**config.mk**
```make
export PLATFORM = sky130hd
export DESIGN_NAME = spi_master_transaction_engine_core_flat
export DESIGN_NICKNAME = d
export VERILOG_FILES = /design/src/spi_mte_pkg.sv /design/src/spi_mte_in_if.sv /design/src/spi_mte_out_if.sv /design/src/spi_mte_ctrl.sv /design/src/spi_mte_dp.sv /design/src/spi_master_transaction_engine_core.sv /design/src/flat_wrapper.sv
export SDC_FILE = /design/constraint.sdc
export NUM_CORES = 2
export LEC_CHECK = 0
export BUFFER_PORTS_ARGS = -buffer_cell sky130_fd_sc_hd__buf_2
export CORE_ASPECT_RATIO = 2
export CORE_MARGIN = 5
export CORE_UTILIZATION = 50
export DETAILED_ROUTE_END_ITERATION = 16
export PLACE_DENSITY = 0.64
export SLEW_MARGIN = 20
export SYNTH_ARGS = -nofsm -noshare
export SYNTH_HDL_FRONTEND = slang
export SYNTH_HIERARCHICAL = 1
export SYNTH_SLANG_ARGS = --single-unit
```
**constraint.sdc**
```tcl
create_clock -name clk -period 7.85 [get_ports clk]
set_input_delay 0.785 -clock clk [delete_from_list [all_inputs] [get_ports clk]]
set_output_delay 0.785 -clock clk [all_outputs]
set_load 0.01 [all_outputs]
```
**src/spi_mte_pkg.sv**
```systemverilog
// ----------------------------------------------------------------------------
// spi_mte_pkg
// Shared types, sizes and codes for the SPI master transaction engine.
// ----------------------------------------------------------------------------
`timescale 1ns / 1ps
`default_nettype none

package spi_mte_pkg;

  // Store sizes
  localparam int RX_DEPTH = 1 << 7;
  localparam int TX_DEPTH = 256;
  localparam int RX_AW    = (RX_DEPTH > 1) ? $clog2(RX_DEPTH) : 1;
  localparam int RX_FW    = $clog2(RX_DEPTH + 1);
  localparam int TX_AW    = (TX_DEPTH > 1) ? $clog2(TX_DEPTH) : 1;

  localparam logic [7:0] IDLE_BYTE = 8'hFF;

  typedef enum logic [2:0] {
    KIND_LOAD    = 3'd0,
    KIND_START   = 3'd1,
    KIND_TX_SLOT = 3'd2,
    KIND_RX_BYTE = 3'd3,
    KIND_POP     = 3'd4,
    KIND_FLUSH   = 3'd5,
    KIND_REQUEST = 3'd6
  } kind_t;

  typedef enum logic [1:0] {
    STAT_OK      = 2'd0,
    STAT_EMPTY   = 2'd1,
    STAT_DROPPED = 2'd2
  } status_t;

  // Controller to datapath commands
  typedef struct packed {
    logic capture;  // latch the item and start the store reads
    logic commit;   // update state and load the result register
  } ctrl_cmd_t;

endpackage : spi_mte_pkg

`default_nettype wire

```
**src/spi_mte_in_if.sv**
```systemverilog
// ----------------------------------------------------------------------------
// spi_mte_in_if
// Command channel: one beat carries one engine command.
// ----------------------------------------------------------------------------
`timescale 1ns / 1ps
`default_nettype none

interface spi_mte_in_if;
  logic       valid;
  logic       ready;
  logic [2:0] kind;
  logic [7:0] index;
  logic [7:0] data_byte;
  logic [7:0] receive_length;
  logic [7:0] transmit_length;

  modport source (output valid, kind, index, data_byte, receive_length,
                  transmit_length, input ready);
  modport sink   (input valid, kind, index, data_byte, receive_length,
                  transmit_length, output ready);
endinterface : spi_mte_in_if

`default_nettype wire

```
**src/spi_mte_out_if.sv**
```systemverilog
// ----------------------------------------------------------------------------
// spi_mte_out_if
// Result channel: one beat carries one command result.
// ----------------------------------------------------------------------------
`timescale 1ns / 1ps
`default_nettype none

interface spi_mte_out_if;
  logic       valid;
  logic       ready;
  logic [7:0] out_byte;
  logic       byte_valid;
  logic [1:0] status;
  logic       transfer_done;
  logic       buffer_busy;
  logic [7:0] overflow_count;

  modport source (output valid, out_byte, byte_valid, status, transfer_done,
                  buffer_busy, overflow_count, input ready);
  modport sink   (input valid, out_byte, byte_valid, status, transfer_done,
                  buffer_busy, overflow_count, output ready);
endinterface : spi_mte_out_if

`default_nettype wire

```
**src/spi_mte_ctrl.sv**
```systemverilog
// ----------------------------------------------------------------------------
// spi_mte_ctrl
// Two-state sequencer: take a beat, then commit it once the result register
// is free.
// ----------------------------------------------------------------------------
`timescale 1ns / 1ps
`default_nettype none

module spi_mte_ctrl (
  input  wire                     clk,
  input  wire                     rst_n,
  input  wire                     in_valid,
  output logic                    in_ready,
  output logic                    out_valid,
  input  wire                     out_ready,
  output spi_mte_pkg::ctrl_cmd_t  cmd
);

  typedef enum logic [1:0] {
    ST_IDLE = 2'b01,
    ST_EXEC = 2'b10
  } state_t;

  state_t st_r, st_nxt;
  logic   out_valid_r, out_valid_nxt;
  logic   res_free;

  assign res_free = !out_valid_r || out_ready;

  always_comb begin
    st_nxt        = st_r;
    out_valid_nxt = out_valid_r && !out_ready;
    in_ready      = 1'b0;
    cmd.capture   = 1'b0;
    cmd.commit    = 1'b0;
    case (st_r)
      ST_IDLE: begin
        in_ready    = 1'b1;
        cmd.capture = in_valid;
        if (in_valid) begin
          st_nxt = ST_EXEC;
        end
      end
      ST_EXEC: begin
        // hold until the previous result has gone
        if (res_free) begin
          cmd.commit    = 1'b1;
          out_valid_nxt = 1'b1;
          st_nxt        = ST_IDLE;
        end
      end
      default: begin
        st_nxt = ST_IDLE;
      end
    endcase
  end

  always_ff @(posedge clk) begin
    if (!rst_n) begin
      st_r        <= ST_IDLE;
      out_valid_r <= 1'b0;
    end else begin
      st_r        <= st_nxt;
      out_valid_r <= out_valid_nxt;
    end
  end

  assign out_valid = out_valid_r;

  a_capture_to_exec: assert property (@(posedge clk) disable iff (!rst_n)
    cmd.capture |=> st_r == ST_EXEC)
    else $error("capture did not move to execute");

  a_exec_waits: assert property (@(posedge clk) disable iff (!rst_n)
    (st_r == ST_EXEC && out_valid_r && !out_ready) |=> st_r == ST_EXEC)
    else $error("commit overran a pending result");

  a_result_held: assert property (@(posedge clk) disable iff (!rst_n)
    (out_valid_r && !out_ready) |=> out_valid_r)
    else $error("result beat dropped before it was taken");

endmodule : spi_mte_ctrl

`default_nettype wire

```
**src/spi_mte_dp.sv**
```systemverilog
// ----------------------------------------------------------------------------
// spi_mte_dp
// Datapath: transmit and receive stores, transaction counters, ring
// pointers and the result register.
// ----------------------------------------------------------------------------
`timescale 1ns / 1ps
`default_nettype none

module spi_mte_dp (
  input  wire                     clk,
  input  wire                     rst_n,
  input  wire spi_mte_pkg::ctrl_cmd_t cmd,
  input  wire  [2:0]              in_kind,
  input  wire  [7:0]              in_index,
  input  wire  [7:0]              in_data_byte,
  input  wire  [7:0]              in_receive_length,
  input  wire  [7:0]              in_transmit_length,
  output logic [7:0]              out_byte,
  output logic                    out_byte_valid,
  output logic [1:0]              out_status,
  output logic                    out_transfer_done,
  output logic                    out_buffer_busy,
  output logic [7:0]              out_overflow_count
);

  localparam int RX_AW = spi_mte_pkg::RX_AW;
  localparam int RX_FW = spi_mte_pkg::RX_FW;
  localparam int TX_AW = spi_mte_pkg::TX_AW;
  localparam logic [8:0]       TX_LIMIT = 9'(spi_mte_pkg::TX_DEPTH);
  localparam logic [RX_FW-1:0] RX_FULL  = RX_FW'(spi_mte_pkg::RX_DEPTH);
  localparam logic [RX_AW-1:0] RX_LAST  = RX_AW'(spi_mte_pkg::RX_DEPTH - 1);
  localparam logic [RX_AW-1:0] PTR_STEP = RX_AW'(1);
  localparam logic [RX_FW-1:0] FILL_STEP = RX_FW'(1);

  // Stores
  logic [7:0] tx_mem [spi_mte_pkg::TX_DEPTH];
  logic [7:0] rx_mem [spi_mte_pkg::RX_DEPTH];

  // Captured beat (payload, no reset)
  spi_mte_pkg::kind_t kind_r;
  logic [7:0] index_r, data_r, rlen_r, tlen_r;
  logic [7:0] tx_rd_r, rx_rd_r;

  // Engine state
  logic [RX_AW-1:0] rx_wr_ptr_r, rx_wr_ptr_nxt;
  logic [RX_AW-1:0] rx_rd_ptr_r, rx_rd_ptr_nxt;
  logic [RX_FW-1:0] rx_fill_r, rx_fill_nxt;
  logic [7:0] tx_pos_r, tx_pos_nxt;
  logic [7:0] tx_left_r, tx_left_nxt;
  logic [7:0] rx_left_r, rx_left_nxt;
  logic [7:0] slots_r, slots_nxt;
  logic [7:0] refused_r, refused_nxt;

  // Result register
  logic [7:0]            obyte_r, obyte_nxt;
  logic                  bvalid_r, bvalid_nxt;
  spi_mte_pkg::status_t  status_r, status_nxt;

  logic tx_we, rx_we;

  // Capture the beat and read both stores at the current pointers
  always_ff @(posedge clk) begin
    if (cmd.capture) begin
      kind_r  <= spi_mte_pkg::kind_t'(in_kind);
      index_r <= in_index;
      data_r  <= in_data_byte;
      rlen_r  <= in_receive_length;
      tlen_r  <= in_transmit_length;
      tx_rd_r <= tx_mem[tx_pos_r[TX_AW-1:0]];
      rx_rd_r <= rx_mem[rx_rd_ptr_r];
    end
  end

  always_ff @(posedge clk) begin
    if (tx_we) begin
      tx_mem[index_r[TX_AW-1:0]] <= data_r;
    end
  end

  always_ff @(posedge clk) begin
    if (rx_we) begin
      rx_mem[rx_wr_ptr_r] <= data_r;
    end
  end

  always_comb begin
    rx_wr_ptr_nxt = rx_wr_ptr_r;
    rx_rd_ptr_nxt = rx_rd_ptr_r;
    rx_fill_nxt   = rx_fill_r;
    tx_pos_nxt    = tx_pos_r;
    tx_left_nxt   = tx_left_r;
    rx_left_nxt   = rx_left_r;
    slots_nxt     = slots_r;
    refused_nxt   = refused_r;
    obyte_nxt     = 8'h00;
    bvalid_nxt    = 1'b0;
    status_nxt    = spi_mte_pkg::STAT_OK;
    tx_we         = 1'b0;
    rx_we         = 1'b0;
    if (cmd.commit) begin
      case (kind_r)
        spi_mte_pkg::KIND_LOAD: begin
          tx_we = ({1'b0, index_r} < TX_LIMIT);
        end
        spi_mte_pkg::KIND_START: begin
          // an empty start leaves the transaction alone
          if (rlen_r != 8'd0 || tlen_r != 8'd0) begin
            tx_pos_nxt  = 8'd0;
            tx_left_nxt = tlen_r;
            rx_left_nxt = rlen_r;
            slots_nxt   = (rlen_r > tlen_r) ? rlen_r : tlen_r;
          end
        end
        spi_mte_pkg::KIND_TX_SLOT: begin
          if (slots_r == 8'd0) begin
            status_nxt = spi_mte_pkg::STAT_EMPTY;
          end else begin
            slots_nxt  = slots_r - 8'd1;
            bvalid_nxt = 1'b1;
            if (tx_left_r == 8'd0) begin
              obyte_nxt = spi_mte_pkg::IDLE_BYTE;
            end else begin
              obyte_nxt   = ({1'b0, tx_pos_r} < TX_LIMIT) ? tx_rd_r
                                                          : spi_mte_pkg::IDLE_BYTE;
              tx_pos_nxt  = tx_pos_r + 8'd1;
              tx_left_nxt = tx_left_r - 8'd1;
            end
          end
        end
        spi_mte_pkg::KIND_RX_BYTE: begin
          if (rx_left_r != 8'd0) begin
            rx_left_nxt = rx_left_r - 8'd1;
            if (rx_fill_r >= RX_FULL) begin
              status_nxt = spi_mte_pkg::STAT_DROPPED;
            end else begin
              rx_we         = 1'b1;
              rx_wr_ptr_nxt = (rx_wr_ptr_r == RX_LAST) ? '0 : rx_wr_ptr_r + PTR_STEP;
              rx_fill_nxt   = rx_fill_r + FILL_STEP;
            end
          end
        end
        spi_mte_pkg::KIND_POP: begin
          if (rx_fill_r == '0) begin
            status_nxt = spi_mte_pkg::STAT_EMPTY;
          end else begin
            obyte_nxt     = rx_rd_r;
            bvalid_nxt    = 1'b1;
            rx_rd_ptr_nxt = (rx_rd_ptr_r == RX_LAST) ? '0 : rx_rd_ptr_r + PTR_STEP;
            rx_fill_nxt   = rx_fill_r - FILL_STEP;
          end
        end
        spi_mte_pkg::KIND_FLUSH: begin
          rx_rd_ptr_nxt = rx_wr_ptr_r;
          rx_fill_nxt   = '0;
        end
        spi_mte_pkg::KIND_REQUEST: begin
          if (tx_left_r != 8'd0) begin
            refused_nxt = refused_r + 8'd1;
            status_nxt  = spi_mte_pkg::STAT_EMPTY;
          end
        end
        default: begin
        end
      endcase
    end
  end

  always_ff @(posedge clk) begin
    if (!rst_n) begin
      rx_wr_ptr_r <= '0;
      rx_rd_ptr_r <= '0;
      rx_fill_r   <= '0;
      tx_pos_r    <= 8'd0;
      tx_left_r   <= 8'd0;
      rx_left_r   <= 8'd0;
      slots_r     <= 8'd0;
      refused_r   <= 8'd0;
    end else begin
      rx_wr_ptr_r <= rx_wr_ptr_nxt;
      rx_rd_ptr_r <= rx_rd_ptr_nxt;
      rx_fill_r   <= rx_fill_nxt;
      tx_pos_r    <= tx_pos_nxt;
      tx_left_r   <= tx_left_nxt;
      rx_left_r   <= rx_left_nxt;
      slots_r     <= slots_nxt;
      refused_r   <= refused_nxt;
    end
  end

  always_ff @(posedge clk) begin
    if (cmd.commit) begin
      obyte_r  <= obyte_nxt;
      bvalid_r <= bvalid_nxt;
      status_r <= status_nxt;
    end
  end

  // Flags come from the counters, which only move at commit
  assign out_byte           = obyte_r;
  assign out_byte_valid     = bvalid_r;
  assign out_status         = status_r;
  assign out_transfer_done  = (slots_r == 8'd0);
  assign out_buffer_busy    = (tx_left_r != 8'd0);
  assign out_overflow_count = refused_r;

  a_fill_bound: assert property (@(posedge clk) disable iff (!rst_n)
    rx_fill_r <= RX_FULL)
    else $error("receive fill beyond depth");

  a_ring_consistent: assert property (@(posedge clk) disable iff (!rst_n)
    (rx_fill_r == '0 || rx_fill_r == RX_FULL) |-> rx_wr_ptr_r == rx_rd_ptr_r)
    else $error("ring pointers disagree with fill");

  a_tx_within_slots: assert property (@(posedge clk) disable iff (!rst_n)
    tx_left_r <= slots_r)
    else $error("transmit bytes exceed remaining slots");

endmodule : spi_mte_dp

`default_nettype wire

```
**src/spi_master_transaction_engine_core.sv**
```systemverilog
// ----------------------------------------------------------------------------
// spi_master_transaction_engine_core
// SPI master transaction engine: transmit store, transaction counters and a
// receive ring FIFO, driven one command beat at a time.
// ----------------------------------------------------------------------------
//
//   Channel  | Dir | Beat contents
//   ---------+-----+---------------------------------------------------------
//   in_ch    | in  | kind, index, data_byte, receive_length, transmit_length
//   out_ch   | out | out_byte, byte_valid, status, transfer_done,
//            |     | buffer_busy, overflow_count
//
// Each command is captured, which latches the beat and reads both stores
// (the store read ports are registered), and then committed, which updates
// the counters and loads the result register. Synchronous active-low reset
// clears counters, pointers and handshake state; the stores are left as they
// are. A new command beat is taken while a result still waits; the commit
// then holds until out_ch has taken the earlier result.
// ----------------------------------------------------------------------------
`timescale 1ns / 1ps
`default_nettype none

module spi_master_transaction_engine_core (
  input  wire           clk,
  input  wire           rst_n,
  spi_mte_in_if.sink    in_ch,
  spi_mte_out_if.source out_ch
);

  spi_mte_pkg::ctrl_cmd_t cmd;

  // Sequencer: owns the handshakes and says when to capture and commit
  spi_mte_ctrl u_ctrl (
    .clk       (clk),
    .rst_n     (rst_n),
    .in_valid  (in_ch.valid),
    .in_ready  (in_ch.ready),
    .out_valid (out_ch.valid),
    .out_ready (out_ch.ready),
    .cmd       (cmd)
  );

  // Datapath: stores, counters and the result register
  spi_mte_dp u_dp (
    .clk                (clk),
    .rst_n              (rst_n),
    .cmd                (cmd),
    .in_kind            (in_ch.kind),
    .in_index           (in_ch.index),
    .in_data_byte       (in_ch.data_byte),
    .in_receive_length  (in_ch.receive_length),
    .in_transmit_length (in_ch.transmit_length),
    .out_byte           (out_ch.out_byte),
    .out_byte_valid     (out_ch.byte_valid),
    .out_status         (out_ch.status),
    .out_transfer_done  (out_ch.transfer_done),
    .out_buffer_busy    (out_ch.buffer_busy),
    .out_overflow_count (out_ch.overflow_count)
  );

endmodule : spi_master_transaction_engine_core

`default_nettype wire

```
**src/flat_wrapper.sv**
```systemverilog
// flat-port wrapper written by rule: the top's interface ports become plain ports
module spi_master_transaction_engine_core_flat 
  (clk, rst_n, in_ch_valid, in_ch_kind, in_ch_index, in_ch_data_byte, in_ch_receive_length, in_ch_transmit_length, in_ch_ready, out_ch_valid, out_ch_out_byte, out_ch_byte_valid, out_ch_status, out_ch_transfer_done, out_ch_buffer_busy, out_ch_overflow_count, out_ch_ready);
  spi_mte_in_if in_ch_i ();
  spi_mte_out_if out_ch_i ();
  input  wire clk;
  input  wire rst_n;
  input wire logic [$bits(in_ch_i.valid)-1:0] in_ch_valid;
  input wire logic [$bits(in_ch_i.kind)-1:0] in_ch_kind;
  input wire logic [$bits(in_ch_i.index)-1:0] in_ch_index;
  input wire logic [$bits(in_ch_i.data_byte)-1:0] in_ch_data_byte;
  input wire logic [$bits(in_ch_i.receive_length)-1:0] in_ch_receive_length;
  input wire logic [$bits(in_ch_i.transmit_length)-1:0] in_ch_transmit_length;
  output wire logic [$bits(in_ch_i.ready)-1:0] in_ch_ready;
  output wire logic [$bits(out_ch_i.valid)-1:0] out_ch_valid;
  output wire logic [$bits(out_ch_i.out_byte)-1:0] out_ch_out_byte;
  output wire logic [$bits(out_ch_i.byte_valid)-1:0] out_ch_byte_valid;
  output wire logic [$bits(out_ch_i.status)-1:0] out_ch_status;
  output wire logic [$bits(out_ch_i.transfer_done)-1:0] out_ch_transfer_done;
  output wire logic [$bits(out_ch_i.buffer_busy)-1:0] out_ch_buffer_busy;
  output wire logic [$bits(out_ch_i.overflow_count)-1:0] out_ch_overflow_count;
  input wire logic [$bits(out_ch_i.ready)-1:0] out_ch_ready;
  assign in_ch_i.valid = in_ch_valid;
  assign in_ch_i.kind = in_ch_kind;
  assign in_ch_i.index = in_ch_index;
  assign in_ch_i.data_byte = in_ch_data_byte;
  assign in_ch_i.receive_length = in_ch_receive_length;
  assign in_ch_i.transmit_length = in_ch_transmit_length;
  assign in_ch_ready = in_ch_i.ready;
  assign out_ch_valid = out_ch_i.valid;
  assign out_ch_out_byte = out_ch_i.out_byte;
  assign out_ch_byte_valid = out_ch_i.byte_valid;
  assign out_ch_status = out_ch_i.status;
  assign out_ch_transfer_done = out_ch_i.transfer_done;
  assign out_ch_buffer_busy = out_ch_i.buffer_busy;
  assign out_ch_overflow_count = out_ch_i.overflow_count;
  assign out_ch_i.ready = out_ch_ready;
  spi_master_transaction_engine_core u_core (.clk(clk), .rst_n(rst_n), .in_ch(in_ch_i), .out_ch(out_ch_i));
endmodule
```
==> reports/qor.json <==
{
  "run_status": "complete, no violations",
  "dr_total_vias": 61409,
  "worstSkewPairLatency_ps": 860,
  "die_h_microns": 717,
  "cts-hold-fix-buffers": 0,
  "min_delay_path_depth": 1,
  "clock-root-buffer": "sky130_fd_sc_hd__clkbuf_16",
  "die_width_microns": 364,
  "clock.fmax_mhz": 216,
  "place.port_buffers": 61,
  "start_util_pct": 50.2,
  "final.min_clock_period_ps": 4640,
  "finalNetCount": 6224,
  "timing.max_slew.rel_slack_pct": 12.8,
  "synth_edf_count": 3134,
  "final.setup_skew_ps": 36.7,
  "dr.pass1.iters": 8,
  "coreArea_sq_um": 249000,
  "hold_path.startpoint": "in_ch_data_byte[3]",
  "cts_buffer_depth": 4,
  "syn_inst": 6055,
  "worst-path-max-fanout": 93,
  "layout.filler_cells": 18740,
  "rows": 259,
  "layout-drive-gt1-share_pct": 22.4,
  "remaining_drc_errors": 0,
  "grt_max_degree": 211,
  "antenna_found_initial": 6,
  "first_global_vias": 63739,
  "critical_path.startpoint_type": "register",
  "power_uw": 32800,
  "leakage_uw": 0.0407,
  "cts_tree": "built",
  "layout.core_utilization_pct": 55.4,
  "yosysWarningCount": 6,
  "postSynthAreaPerCell_sq_um": 20.7,
  "min_to": "u_core/u_dp/data_r[3]$_DFFE_PP_",
  "worst-slew-pin-transition_ps": 1310,
  "ioPinCount": 62,
  "finalMaxSlewViolations": 0,
  "detail_route.vias_per_cell": 6.37,
  "share_seq_of_total_power_pct": 57.4,
  "cts_sinks": 3199,
  "syn_area_sq_um": 125000,
  "yosys_most_used_dff": "sky130_fd_sc_hd__edfxtp_1",
  "mostFrequentLayoutCells": "3134 x sky130_fd_sc_hd__edfxtp_1, 763 x sky130_fd_sc_hd__mux4_2, 478 x sky130_fd_sc_hd__nor2_1",
  "gp_congestion": 0.963,
  "die_area_sq_um": 261000,
  "setup.worst_path.end_class": "register",
  "totalNegativeSetupSlack_ps": 0,
  "clkSlewWorstSetupHoldPaths_ps": 70,
  "fin_crit_sh_pct": 59.1,
  "cts_resized": 0,
  "placement.setup.worst_slack_ps": 3140,
  "drtIter0Drc": 6528,
  "finalSetupViolations": 0,
  "swShare_pct": 19.6,
  "power_switching_uw": 6420,
  "largest_register_ffs": 2048,
  "synth.lib_cells_used.distinct": 84,
  "drv_cap": 0,
  "synth_seq_cells": 3199,
  "setup_repair_after_global_routing_missed_its_margin": "no",
  "crit_required_ps": 8470,
  "area.growth.synth_to_final_pct": 10.2,
  "timing.final.hold_violations": 0,
  "gr-total-overflow": 0,
  "power.density_cell_area_nw_per_um2": 238,
  "drt-total-wl_mm": 337,
  "seq_area_frac_synth_pct": 76.3,
  "timing.rr.end": "u_core/u_dp/tx_rd_r[0]$_DFFE_PP_",
  "hold_path.class": "in -> reg",
  "synthesis.nets": 6115,
  "h-tree-depth": 5,
  "cp_data_arrival_time_ps": 5250,
  "timing.reg2reg.setup_slack_ps": 3210,
  "path_class": "reg -> reg",
  "route.detailed.wl_per_inst_microns": 35.0,
  "ant_nets": 0,
  "worst_slack_ps": 3210,
  "power_frac_comb_pct": 1.5,
  "groute.usage.overall_pct": 25.8,
  "p_int_uw": 26400,
  "place_hpwl_mm": 214,
  "cts_made_buffers": 270,
  "synthArstFlopShare_pct": 0,
  "cts_setup_buffers": 0,
  "clock_share_of_power_pct": 41.1,
  "grt_first_pass_wirelength_mm": 477,
  "vdd_ir_drop_max_v": 0.000232,
  "worst_r2r_path_depth": 8,
  "most_frequent_standard_cell_in_the_layout_excluding_fill_and_tap_cells": "sky130_fd_sc_hd__edfxtp_1",
  "r2r-start": "u_core/u_dp/tx_pos_r[1]$_SDFFE_PN0P_"
}
## final cells by class
cell class / count / area (sq um) / share of cell area [%]
diodes: 8 / 20.0 / 0.0145
clock buffers: 336 / 7440 / 5.40
clock inverters: 135 / 1290 / 0.938
inverters: 29 / 109 / 0.0790
multi-input cells: 2465 / 27800 / 20.2
flip-flops and latches: 3199 / 95400 / 69.2
well taps: 3262 / 4080 / 2.96
repair buffers: 199 / 1660 / 1.20
## critical path, stage by stage, from the launching register on
cell and delay, ps:
sky130_fd_sc_hd__dfxtp_4 770, sky130_fd_sc_hd__buf_12 520, sky130_fd_sc_hd__buf_4 580, sky130_fd_sc_hd__mux4_2 420, sky130_fd_sc_hd__a21oi_1 170, sky130_fd_sc_hd__o21ai_0 330, sky130_fd_sc_hd__a221oi_1 970, sky130_fd_sc_hd__a311oi_1 220
sky130_fd_sc_hd__a31o_2 290
## cells in the mapped netlist, types with 7 or more instances
cell                       instances  area share [%]
sky130_fd_sc_hd__inv_1            26           0.078
sky130_fd_sc_hd__nor2b_1          29            0.15
sky130_fd_sc_hd__mux2_2           14            0.13
sky130_fd_sc_hd__o211ai_1         14           0.084
sky130_fd_sc_hd__o21a_1           11           0.066
sky130_fd_sc_hd__a31oi_1          18           0.090
sky130_fd_sc_hd__a21oi_1         111            0.44
sky130_fd_sc_hd__nor3_1           32            0.13
sky130_fd_sc_hd__a211oi_1         42            0.25
sky130_fd_sc_hd__ha_1             21            0.21
sky130_fd_sc_hd__xor2_1           11           0.077
sky130_fd_sc_hd__nand3_1          56            0.22
sky130_fd_sc_hd__buf_2            93            0.37
sky130_fd_sc_hd__and3_1           14           0.070
sky130_fd_sc_hd__buf_4            25            0.15
sky130_fd_sc_hd__nor2_1          480             1.4
sky130_fd_sc_hd__or3_1            12           0.060
sky130_fd_sc_hd__buf_6            31            0.28
sky130_fd_sc_hd__dfxtp_1          65             1.0
sky130_fd_sc_hd__a22o_1           13           0.091
sky130_fd_sc_hd__o22ai_1          21            0.11
sky130_fd_sc_hd__a22oi_1         109            0.65
sky130_fd_sc_hd__o221ai_1         20            0.14
sky130_fd_sc_hd__nand4_1          14           0.070
sky130_fd_sc_hd__buf_1            28           0.084
sky130_fd_sc_hd__o221a_2           8           0.072
sky130_fd_sc_hd__o21ai_0          78            0.31
sky130_fd_sc_hd__nor3b_1           7           0.042
sky130_fd_sc_hd__clkbuf_1        179            0.54
sky130_fd_sc_hd__nand2b_1         14           0.070
sky130_fd_sc_hd__mux4_2          763              14
sky130_fd_sc_hd__and2_1           15           0.075
sky130_fd_sc_hd__edfxtp_1       3134              75
sky130_fd_sc_hd__a21o_1            8           0.048
sky130_fd_sc_hd__nand2_1         157            0.47
sky130_fd_sc_hd__a221oi_1         46            0.32
sky130_fd_sc_hd__nand3b_1         11           0.066
sky130_fd_sc_hd__xnor2_1           9           0.063
sky130_fd_sc_hd__nor4_1           12           0.060
sky130_fd_sc_hd__mux2i_1         206             1.6
## per-layer routing
metal / up-vias / track usage, % / routed length (microns)
met5: - / 0 / 0
met1: 32614 / 28.1 / 108000
li1: 25289 / - / -
met4: 0 / 18.1 / 29800
met3: 791 / 3.20 / 19200
met2: 2715 / 46.8 / 180000
## power groups by stage
stage | clock [uW] | sequential [uW] | combinational, uW
2_1_floorplan | 0 | 19400 | 91.5
3_3_place_gp | 0 | 19200 | 480
3_5_place_dp | 0 | 19200 | 502
4_1_cts | 13700 | 18800 | 503
5_1_grt | 14400 | 18800 | 529
6_report | 13500 | 18800 | 499
## how the worst max path moves through the flow
stage                                                 endpoint                            startpoint  slack, ps
final                         u_core/u_dp/tx_rd_r[0]$_DFFE_PP_  u_core/u_dp/tx_pos_r[1]$_SDFFE_PN0P_       3210
after CTS                     u_core/u_dp/tx_rd_r[0]$_DFFE_PP_  u_core/u_dp/tx_pos_r[0]$_SDFFE_PN0P_       3190
after global routing       u_core/u_dp/rx_mem[70][5]$_DFFE_PP_       u_core/u_dp/kind_r[0]$_DFFE_PP_       3140
after detailed placement    u_core/u_dp/tx_mem[0][6]$_DFFE_PP_                          out_ch_ready       3140
after floorplan             u_core/u_dp/rx_mem[0][0]$_DFFE_PP_       u_core/u_dp/data_r[0]$_DFFE_PP_       2030
after global placement    u_core/u_dp/tx_mem[115][0]$_DFFE_PP_                          out_ch_ready       2040
## cell families after synthesis
group / count (synthesis) / share of synthesized area [%]
adder cells (fa/ha/maj): 21 / 0.210
XOR/XNOR: 20 / 0.140
flip-flops: 3199 / 76.3
AO/OA/AOI/OAI: 556 / 3.08
multiplexers: 985 / 15.6
AND/OR/NAND/NOR: 883 / 3.14
buffers and inverters: 391 / 1.58
## stage by stage
stage	hold slack [ps]	instances	instance area (sq um)
after global placement	459	9150	129000
after detailed placement	465	9153	129000
after floorplan	449	6055	125000
after global routing	87.7	9629	138000
final	121	9633	138000
after CTS	59.1	9624	138000
Power figures use the tool's default switching activity.
